[config.mk]
export PLATFORM = sky130hd
export DESIGN_NAME = extended_euclid_modular_inverse_core
export DESIGN_NICKNAME = d
export VERILOG_FILES = /design/src/rtl/eemi_pkg.sv /design/src/rtl/eemi_divider.sv /design/src/rtl/extended_euclid_modular_inverse_core.sv
export SDC_FILE = /design/constraint.sdc
export NUM_CORES = 1
export LEC_CHECK = 0
export BUFFER_PORTS_ARGS = -buffer_cell sky130_fd_sc_hd__buf_2
export CORE_ASPECT_RATIO = 1.25
export CORE_MARGIN = 1.5
export CORE_UTILIZATION = 60
export CTS_BUF_LIST = sky130_fd_sc_hd__clkbuf_2
export DETAILED_ROUTE_END_ITERATION = 16
export PLACE_DENSITY = 0.81
export SLEW_MARGIN = 15
export SYNTH_ARGS = -nofsm -noshare
export SYNTH_HDL_FRONTEND = slang
export SYNTH_SLANG_ARGS = --single-unit
export TNS_END_PERCENT = 20
[constraint.sdc]
create_clock -name clk -period 10.9 [get_ports clk]
set_clock_uncertainty 0.05 [all_clocks]
set_input_delay 1.09 -clock clk [delete_from_list [all_inputs] [get_ports clk]]
set_output_delay 1.09 -clock clk [all_outputs]
set_load 0.01 [all_outputs]
[src/rtl/eemi_pkg.sv]
// ----------------------------------------------------------------------------
// Extended Euclid modular inverse - package
// Widths, coefficient type, sequencer states and divider interface structs.
// ----------------------------------------------------------------------------
package eemi_pkg;

  localparam int W     = 32;
  localparam int IN_W  = ((2 * W + 7) / 8) * 8;
  localparam int OUT_W = ((4 * W + 2 + 7) / 8) * 8;
  localparam int CNT_W = $clog2(W + 2);

  typedef logic [W-1:0]        word_t;
  typedef logic [W:0]          dword_t;
  typedef logic signed [W:0]   coef_t;

  typedef enum logic [2:0] {
    ST_IDLE,
    ST_CHECK,
    ST_DIV,
    ST_RDIV,
    ST_FINISH
  } state_t;

  typedef struct packed {
    logic   start;
    dword_t dividend;
    word_t  divisor;
    coef_t  mul_x;
    coef_t  mul_y;
  } div_req_t;

  typedef struct packed {
    logic  done;
    word_t rem;
    coef_t prod_x;
    coef_t prod_y;
  } div_rsp_t;

endpackage

[src/rtl/eemi_divider.sv]
// ----------------------------------------------------------------------------
// Extended Euclid modular inverse - shared divider
// Restoring divider, one quotient bit per cycle. Quotient bits also drive
// two Horner accumulators that form quotient times each coefficient.
// ----------------------------------------------------------------------------
module eemi_divider (
  input  logic                clk,
  input  logic                rst,
  input  eemi_pkg::div_req_t  req,
  output eemi_pkg::div_rsp_t  rsp
);
  import eemi_pkg::*;

  logic             busy;
  logic             done;
  logic [CNT_W-1:0] cnt;
  word_t            rem;
  dword_t           quo;
  word_t            divisor;
  coef_t            mul_x;
  coef_t            mul_y;
  coef_t            acc_x;
  coef_t            acc_y;

  dword_t trial;
  logic   ge;
  word_t  rem_next;

  assign trial    = {rem, quo[W]};
  assign ge       = trial >= {1'b0, divisor};
  assign rem_next = ge ? W'(trial - {1'b0, divisor}) : trial[W-1:0];

  always_ff @(posedge clk) begin
    if (rst) begin
      busy <= 1'b0;
      done <= 1'b0;
      cnt  <= '0;
    end else begin
      done <= 1'b0;
      if (req.start) begin
        busy <= 1'b1;
        cnt  <= '0;
      end else if (busy) begin
        cnt <= cnt + 1'b1;
        if (cnt == CNT_W'(W)) begin
          busy <= 1'b0;
          done <= 1'b1;
        end
      end
    end
  end

  always_ff @(posedge clk) begin
    if (req.start) begin
      rem     <= '0;
      quo     <= req.dividend;
      divisor <= req.divisor;
      mul_x   <= req.mul_x;
      mul_y   <= req.mul_y;
      acc_x   <= '0;
      acc_y   <= '0;
    end else if (busy) begin
      rem   <= rem_next;
      quo   <= {quo[W-1:0], ge};
      acc_x <= (acc_x <<< 1) + (ge ? mul_x : coef_t'(0));
      acc_y <= (acc_y <<< 1) + (ge ? mul_y : coef_t'(0));
    end
  end

  assign rsp.done   = done;
  assign rsp.rem    = rem;
  assign rsp.prod_x = acc_x;
  assign rsp.prod_y = acc_y;

endmodule

[src/rtl/extended_euclid_modular_inverse_core.sv]
// Throughput: one transaction at a time; a new input is accepted only after the
//   previous result is loaded into the output register, so output stalls also
//   hold off input. The shared bit-serial divider (one quotient bit per cycle)
//   sets the pace.
// Reset: synchronous, active high; clears sequencer and output valid.
// ----------------------------------------------------------------------------
// Extended Euclid modular inverse core - top level
// Sequencer around a shared divider: gcd, Bezout coefficients and inverse.
// ----------------------------------------------------------------------------
module extended_euclid_modular_inverse_core (
  input  logic                      clk,
  input  logic                      rst,
  input  logic                      s_tvalid,
  output logic                      s_tready,
  input  logic [eemi_pkg::IN_W-1:0] s_tdata,   // value, modulus
  output logic                      m_tvalid,
  input  logic                      m_tready,
  output logic [eemi_pkg::OUT_W-1:0] m_tdata   // gcd, coef_value, coef_modulus, inverse
);
  import eemi_pkg::*;

  state_t   state;
  state_t   state_next;
  word_t    a;
  word_t    b;
  word_t    m;
  coef_t    xp;
  coef_t    xc;
  coef_t    yp;
  coef_t    yc;
  word_t    inv;
  div_req_t req;
  div_rsp_t rsp;
  logic     out_load;
  dword_t   abs_xp;

  eemi_divider u_div (
    .clk (clk),
    .rst (rst),
    .req (req),
    .rsp (rsp)
  );

  assign abs_xp = xp[W] ? dword_t'(-xp) : dword_t'(xp);

  always_comb begin
    state_next = state;
    unique case (state)
      ST_IDLE: begin
        if (s_tvalid) state_next = ST_CHECK;
      end
      ST_CHECK: begin
        if (b != '0) state_next = ST_DIV;
        else if (m != '0) state_next = ST_RDIV;
        else state_next = ST_FINISH;
      end
      ST_DIV: begin
        if (rsp.done) state_next = ST_CHECK;
      end
      ST_RDIV: begin
        if (rsp.done) state_next = ST_FINISH;
      end
      ST_FINISH: begin
        if (out_load) state_next = ST_IDLE;
      end
      default: state_next = ST_IDLE;
    endcase
  end

  always_comb begin
    s_tready     = (state == ST_IDLE);
    out_load     = (state == ST_FINISH) && (!m_tvalid || m_tready);
    req.start    = (state == ST_CHECK) && ((b != '0) || (m != '0));
    req.dividend = (b != '0) ? {1'b0, a} : abs_xp;
    req.divisor  = (b != '0) ? b : m;
    req.mul_x    = xc;
    req.mul_y    = yc;
  end

  always_ff @(posedge clk) begin
    if (rst) begin
      state    <= ST_IDLE;
      m_tvalid <= 1'b0;
    end else begin
      state <= state_next;
      if (out_load) m_tvalid <= 1'b1;
      else if (m_tready) m_tvalid <= 1'b0;
    end
  end

  always_ff @(posedge clk) begin
    unique case (state)
      ST_IDLE: begin
        if (s_tvalid) begin
          a  <= s_tdata[W-1:0];
          b  <= s_tdata[2*W-1:W];
          m  <= s_tdata[2*W-1:W];
          xp <= coef_t'(1);
          xc <= coef_t'(0);
          yp <= coef_t'(0);
          yc <= coef_t'(1);
        end
      end
      ST_CHECK: begin
        if ((b == '0) && (m == '0)) inv <= '0;
      end
      ST_DIV: begin
        if (rsp.done) begin
          a  <= b;
          b  <= rsp.rem;
          xp <= xc;
          xc <= xp - rsp.prod_x;
          yp <= yc;
          yc <= yp - rsp.prod_y;
        end
      end
      ST_RDIV: begin
        if (rsp.done) begin
          inv <= (xp[W] && (rsp.rem != '0)) ? (m - rsp.rem) : rsp.rem;
        end
      end
      ST_FINISH: begin
        if (out_load) m_tdata <= OUT_W'({inv, yp, xp, a});
      end
      default: ;
    endcase
  end

endmodule

==> key figures, run 1 <==
Timing
  – Setup tns final: 0 ps
  – Relative slew slack: 28.9%
  – Final period util: 60.6%
  – Peak Freq: 151 MHz
  – Minimum clock period: 6600 ps
  – Final hold violation count: 0
  – RSZ-0062 raised after global routing: no
  – Final setup fails: 0
  – Slew Viols, Final: 0
  – Slew @ Worst Pin: 1070 ps

Floorplanning
  – Core ar.: 56100 um^2
  – Row Count: 97
  – I/O Pins: 206
  – Die Width: 216 um
  – Die area: 58300 um^2
  – Die Height: 270 um
  – Initial Util: between 60% and 70%

Power and ir drop
  – Combinational Power Share: 43.4%
  – Register share of total power: 37.1%
  – PwrDens: 240 nW/um^2
  – Worst VDD drop: approximately 0.14 mV
  – Clk pwr share: 19.5%
  – Net Sw Frac: about two fifths
  – Internal power: 5.36 mW
  – Sw Pwr: approximately 3.7 mW
  – Leak Pwr: 15.3 nW

Global routing
  – Largest net degree at the start of global routing: 99
  – GRT Residual Overflow: 0
  – Vias in the first global route: 26700
  – Global-route wire length before repair: about 150000 um
  – Initial antenna violation count: 7
  – GRT Util Overall: 32.6%

Clock network
  – TritonCTS Sinks: 631
  – CTS tree: yes
  – Clock Tree Buf Depth: 3
  – Worst-Skew Late Latency: 1370 ps
  – Num CTS Buffers: 152
  – Post_cts resized: 0
  – Htree depth: 4
  – Clock root buffer: clkbuf_2
  – Clock-pin slew on the worst setup and hold paths: roughly 110 ps

Finish
  – Number of flip-flops in the largest register: 130
  – Layout Nets: between 3000 and 4000
  – Share of layout cells above drive strength 1: 13.9%
  – Largest register by flop count: m_tdata
  – Synth-to-Final Area Change: 11.1%
  – Final Util: 67.6%

Yosys
  – Yosys cell types: 85
  – Post-synth EDFFs: 521
  – Seq cells post-synth: between 600 and 700
  – Sequential fraction of the synthesis area: approximately 52%
  – Predominant post-synthesis flop cell: edfxtp_1
  – Cells after Synth: 3278
  – Synth async-reset ratio: 0%
  – Synthesized area: around 34000 um^2
  – Mean area per synthesized cell: 10.4 um^2
  – Yosys warning count: 0

Status
  – Status: complete, no violations

Route
  – Drt drc: 0
  – Wl on met1: 38500 um
  – Via count: around 27000
  – Routed Antenna Nets: 0
  – Wire per inst: 21.4 um
  – Drt pass-1 iters: 10
  – Routed wl met2: roughly 45000 um
  – Drt via density: 6.06
  – Highest metal used: met5
  – WL met3: ~7100 um
  – DRT Wirelength: 95200 um
  – Initial drt markers: 2413

Place
  – PortBufs: just under 200
  – DP HPWL: roughly 67000 um
  – Gpl congestion: just under 1

Critical path
  – WS Path Type: flop to flop
  – CP Launch Type: flop
  – R2R setup slack: 4300 ps
  – CP max FO: 53
  – Worst Path Arrival: 7720 ps
  – Crit path required time: 12020 ps
  – CP Capture Type: flop

Flow run
  – Max Cap Viol: 0

Min path
  – Worst hold-check path type: input pin to flop
==> cells by family after synthesis <==
family | count (synthesis) | synth area share, %
XOR/XNOR | 176 | 4.56
other | 1 | 0.0110
buffers and inverters | 319 | 3.71
flip-flops | 631 | 52.3
AO/OA/AOI/OAI | 802 | 14.6
adder cells (fa/ha/maj) | 198 | 7.40
multiplexers | 64 | 1.89
AND/OR/NAND/NOR | 1087 | 15.5
==> metal layers <==
| metal | vias to the layer above | global-route usage (%) |
|---|---|---|
| li1 | 12600 | - |
| met3 | 262 | 6.28 |
| met2 | 1207 | 53.0 |
| met4 | 10 | 16.6 |
| met1 | 12900 | 41.5 |
| met5 | - | 0 |
==> stage by stage <==
step / setup slack, ps / cells / hold slack [ps] / power [mW] / area, um^2
2_1_floorplan: 3660 / 3283 / 350 / 6.29 / 34100
3_3_place_gp: 4610 / 4098 / 353 / 7.12 / 35700
3_5_place_dp: 4380 / 4098 / 355 / 7.24 / 35700
4_1_cts: 4340 / 4440 / 18.8 / 9.04 / 37900
5_1_grt: 3880 / 4443 / 89.8 / 9.68 / 37900
6_report: 4300 / 4443 / 151 / 9.09 / 37900
==> critical path, stage by stage (launching register included) <==
cell,delay [ps]
edfxtp_1,430
inv_1,80
ha_1,230
nor2b_1,150
o31a_1,290
o211a_1,270
o31a_1,370
a21oi_1,270
o21ai_1,240
a21o_2,560
and2_1,320
ha_1,230
fa_1,430
a21o_1,200
a21o_1,210
a2111oi_2,430
o31ai_1,180
or4_1,530
nand2_1,130
o21ai_0,140
a41oi_1,320
mux2i_1,240
o311ai_1,120
==> Yosys cell counts, types with 10 or more instances <==
cell type | instances | area, um^2
nor2b_1 | 38 | 238
o211ai_1 | 11 | 82.6
nand2_1 | 344 | 1290
dfxtp_1 | 110 | 2200
nand4_1 | 35 | 219
a21o_1 | 101 | 758
nand2b_1 | 27 | 169
nor3_1 | 57 | 285
and3_1 | 21 | 131
o21ai_1 | 10 | 50.1
o21bai_1 | 27 | 203
and2_1 | 141 | 882
o21ai_0 | 236 | 1180
nor2_1 | 252 | 946
mux2i_1 | 62 | 621
clkbuf_1 | 109 | 409
or3_1 | 22 | 138
a21oi_1 | 214 | 1070
edfxtp_1 | 521 | 15600
buf_4 | 10 | 75.1
o21a_1 | 29 | 218
xor2_1 | 87 | 762
ha_1 | 192 | 2400
nand3_1 | 53 | 265
a31oi_1 | 24 | 150
o31ai_1 | 24 | 180
nor4_1 | 38 | 238
buf_1 | 15 | 56.3
nor3b_1 | 12 | 90.1
xnor2_1 | 88 | 771
a211oi_1 | 37 | 278
inv_1 | 173 | 649
==> cell type report <==
cell class / instances / area, um^2
clock buffers: 234 / 1170
diodes: 2 / 5.00
multi-input cells: 2333 / 15100
clock inverters: 45 / 420
repair buffers: 282 / 1800
flip-flops and latches: 631 / 17900
fillers: 4342 / 18200
well taps: 742 / 928
inverters: 174 / 658
==> power by group through the flow <==
| stage | clock (mW) | sequential (mW) | combinational, mW |
|---|---|---|---|
| 3_5_place_dp | 0 | 3.41 | 3.83 |
| 2_1_floorplan | 0 | 3.27 | 3.02 |
| 6_report | 1.77 | 3.37 | 3.95 |
| 3_3_place_gp | 0 | 3.40 | 3.73 |
| 4_1_cts | 1.80 | 3.36 | 3.88 |
| 5_1_grt | 1.92 | 3.40 | 4.36 |
==> placed cells by master, fill, tap and decap left out, types with 88 or more instances in the layout <==
master / instances
clkbuf_2: 234
nand2_1: 344
a21oi_1: 213
edfxtp_1: 521
dfxtp_1: 109
o21ai_0: 236
xnor2_1: 88
buf_2: 199
a21o_1: 99
nor2_1: 249
inv_1: 173
ha_1: 192
and2_1: 141
==> worst paths after layout <==
kind | depth (start not counted) | start | endpoint
setup / recovery | 22 | u_div.divisor[1] | u_div.acc_x[31]
hold / removal | 3 | s_tdata[23] | a[23]
setup reg to reg | 22 | u_div.divisor[1] | u_div.acc_x[31]
hold reg to reg | 0 | xc[3] | u_div.mul_x[3]
==> repair_timing <==
| item | 4_1_cts | 5_1_grt |
|---|---|---|
| setup buffers | 0 | 0 |
| hold buffers | 63 | 0 |
| endpoints found under the hold margin | 105 | 0 |
Power figures use the tool's default switching activity.
==> run 2: changes to the inputs <==
- CORE_UTILIZATION: 60 -> 57
- PLACE_DENSITY: 0.81 -> 0.8
- clock period: 10.9 -> 5.4 ns (I/O delays scaled with it)
==> key figures, run 2 (synthesis results as in run 1) <==
Finish
  – Fin area: 39600 um^2 (was 37900 um^2)
  – Synth-to-Final Area Change: 16.1% (was 11.1%)
  – Layout Nets: 4030 (was 3840)
  – Layout Cells excl Fill: 4661 (was 4443)
  – Largest register by flop count: m_tdata (unchanged)
  – Most common cell after layout, fill and taps aside: edfxtp_1 (unchanged)
  – Fillers: 4528 (was 4342)
  – Share of layout cells above drive strength 1: 16.3% (was 13.9%)
  – Most frequent cells in the layout: edfxtp_1 (521), nand2_1 (343), nor2_1 (249) (was edfxtp_1 (521), nand2_1 (344), nor2_1 (249))
  – Number of flip-flops in the largest register: 130 (unchanged)

Global routing
  – GRT Residual Overflow: 0 (unchanged)
  – Initial antenna violation count: 3 (was 7)
  – GRT Util Overall: 31.0% (was 32.6%)
  – Largest net degree at the start of global routing: 143 (was 99)
  – Global-route wire length before repair: 148000 um (was 147000 um)
  – Vias in the first global route: 27200 (was 26700)

Power and ir drop
  – Leak Pwr: 16.2 nW (was 15.3 nW)
  – Tot Pwr: 18.8 mW (was 9.09 mW)
  – Sw Pwr: 7.70 mW (was 3.73 mW)
  – Internal power: 11.1 mW (was 5.36 mW)
  – PwrDens: 475 nW/um^2 (was 240 nW/um^2)
  – Register share of total power: 35.7% (was 37.1%)
  – Clk pwr share: 18.3% (was 19.5%)
  – Net Sw Frac: 41.0% (about the same)
  – Combinational Power Share: 46.1% (was 43.4%)
  – Worst VDD drop: 0.250 mV (was 0.143 mV)

Timing
  – Final setup fails: 0 (unchanged)
  – Slew @ Worst Pin: 1170 ps (was 1070 ps)
  – Setup ws final: 165 ps (was 4300 ps)
  – Peak Freq: 191 MHz (was 151 MHz)
  – Final hold violation count: 0 (unchanged)
  – Relative slew slack: 22.2% (was 28.9%)
  – Final period util: 97.0% (was 60.6%)
  – Minimum clock period: 5240 ps (was 6600 ps)
  – Hold WS: 366 ps (was 151 ps)
  – RSZ-0062 raised after global routing: yes (was no)
  – Slew Viols, Final: 0 (unchanged)

Route
  – Via count: 27800 (was 26900)
  – DRT Wirelength: 95300 um (was 95200 um)
  – Drt drc: 0 (unchanged)
  – Routed Antenna Nets: 0 (unchanged)
  – Drt pass-1 iters: 7 (was 10)
  – Initial drt markers: 2957 (was 2413)
  – Drt via density: 5.97 (was 6.06)
  – Wire per inst: 20.4 um (was 21.4 um)

Critical path
  – Sum of buffers and inverters on the critical path: 2 (was 1)
  – Worst Path Arrival: 6350 ps (was 7720 ps)
  – CP max FO: 3 (was 53)
  – CP max stage delay: 460 ps (was 560 ps)
  – CP delay by family, top: compound AO/OA/AOI/OAI gates (unchanged)
  – WS Path Type: flop to flop (unchanged)
  – CP Capture Type: flop (unchanged)
  – Crit path required time: 6510 ps (was 12020 ps)
  – CP cell instances: inv_1 > ha_1 > nor2b_1 > o31a_1 > o211a_1 > o31a_1 > a21oi_2 > o21ai_1 > a21o_2 > and2_4 > ha_4 > fa_2 > a21o_1 > a21o_1 > a2111oi_4 > o31ai_4 > or4_4 > a31oi_1 > buf_4 > o21ai_1 > xor2_1 > mux2i_1 > nor2_1 (was inv_1 > ha_1 > nor2b_1 > o31a_1 > o211a_1 > o31a_1 > a21oi_1 > o21ai_1 > a21o_2 > and2_1 > ha_1 > fa_1 > a21o_1 > a21o_1 > a2111oi_2 > o31ai_1 > or4_1 > nand2_1 > o21ai_0 > a41oi_1 > mux2i_1 > o311ai_1)
  – CP Launch Type: flop (unchanged)
  – Slowest-stage cell, CP: a2111oi_4 (was a21o_2)

Clock network
  – Clock Tree Buf Depth: 3 (unchanged)
  – TritonCTS Sinks: 631 (unchanged)
  – CTS tree: yes (unchanged)
  – Worst-Skew Late Latency: 1390 ps (was 1370 ps)
  – Clock root buffer: clkbuf_2 (unchanged)
  – Num CTS Buffers: 157 (was 152)
  – Htree depth: 4 (unchanged)
  – Clock-pin slew on the worst setup and hold paths: 130 ps (was 110 ps)

Place
  – DP HPWL: 64000 um (was 66600 um)
  – PortBufs: 199 (unchanged)
  – Placed cell count: 4230 (was 4098)
  – Post-DP Area: 36500 um^2 (was 35700 um^2)
  – Gpl congestion: 0.962 (was 0.972)
  – Place WS: -304 ps (was 4380 ps)

Flow run
  – Max Cap Viol: 0 (unchanged)

Floorplanning
  – Die Height: 276 um (was 270 um)
  – Row Count: 100 (was 97)
  – Initial Util: 57.5% (was 60.8%)
  – Die area: 61300 um^2 (was 58300 um^2)
  – I/O Pins: 206 (unchanged)
  – Die Width: 222 um (was 216 um)
  – Core ar.: 59300 um^2 (was 56100 um^2)

Min path
  – Worst hold-check path type: flop to flop (was input pin to flop)

Status
  – Status: complete, no violations (unchanged)
[run 2: changes by cell type in the layout (fill, tap and decap cells not counted), moves of 7 or more]
cell           change
clkinv_2           +7
buf_4            +110
clkbuf_2          -15
dlygate4sd3_1     +72
clkinv_1          +18
[run 2: worst paths after layout]
kind                                       start               to  slack (ps)  cells past startpoint
worst max-delay path            u_div.divisor[1]  u_div.acc_x[17]         160                     23
worst min-delay path                     inv[28]     m_tdata[126]         370                      0
worst max register to register  u_div.divisor[1]  u_div.acc_x[17]         160                     23
worst min register to register           inv[28]     m_tdata[126]         370                      0
[run 2: power by group through the flow]
stage | Sequential (mW) | Clock, mW | Combinational (mW)
floorplan | 6.59 | 0 | 6.10
global placement | 6.77 | 0 | 8.11
detailed placement | 6.79 | 0 | 8.27
CTS | 6.68 | 3.46 | 8.42
global route | 6.76 | 3.72 | 9.55
finish | 6.71 | 3.44 | 8.66
[run 2: layout make-up]
cell class | instances | area (um^2) | share of cell area, %
Clock buffer | 219 | 1100 | 2.77
Clock inverter | 68 | 419 | 1.06
Tap cell | 765 | 957 | 2.42
Antenna cell | 4 | 10.0 | 0.0253
Multi-Input combinational cell | 2333 | 15200 | 38.4
Sequential cell | 631 | 17900 | 45.1
Inverter | 174 | 658 | 1.66
Timing Repair Buffer | 467 | 3400 | 8.57
[run 2: per-layer routing]
layer | share of wire, % | global-route usage [%] | wire length [um] | up-vias
li1 | - | - | - | 13000
met1 | 39 | 38.3 | 36900 | 13200
met2 | 48 | 51.0 | 45500 | 1397
met3 | 7.9 | 5.71 | 7540 | 293
met4 | 5.7 | 17.8 | 5400 | 0
met5 | 0 | 0 | 0 | -
[run 2: repair_timing]
item                                   CTS  global route
hold buffers                           135             0
buffers inserted                         3             3
setup endpoints to repair               22            23
gates resized for setup                  7            25
endpoints found under the hold margin  158             0
pin swaps                                5            13
[run 2: metrics by stage]
stage | utilization, % | TNS (ps)
4_1_cts | 66.5 | 0
6_report | 66.8 | 0
2_1_floorplan | - | -186300
3_5_place_dp | 61.6 | -2910
3_3_place_gp | 61.6 | -1090
5_1_grt | 66.8 | -94.2
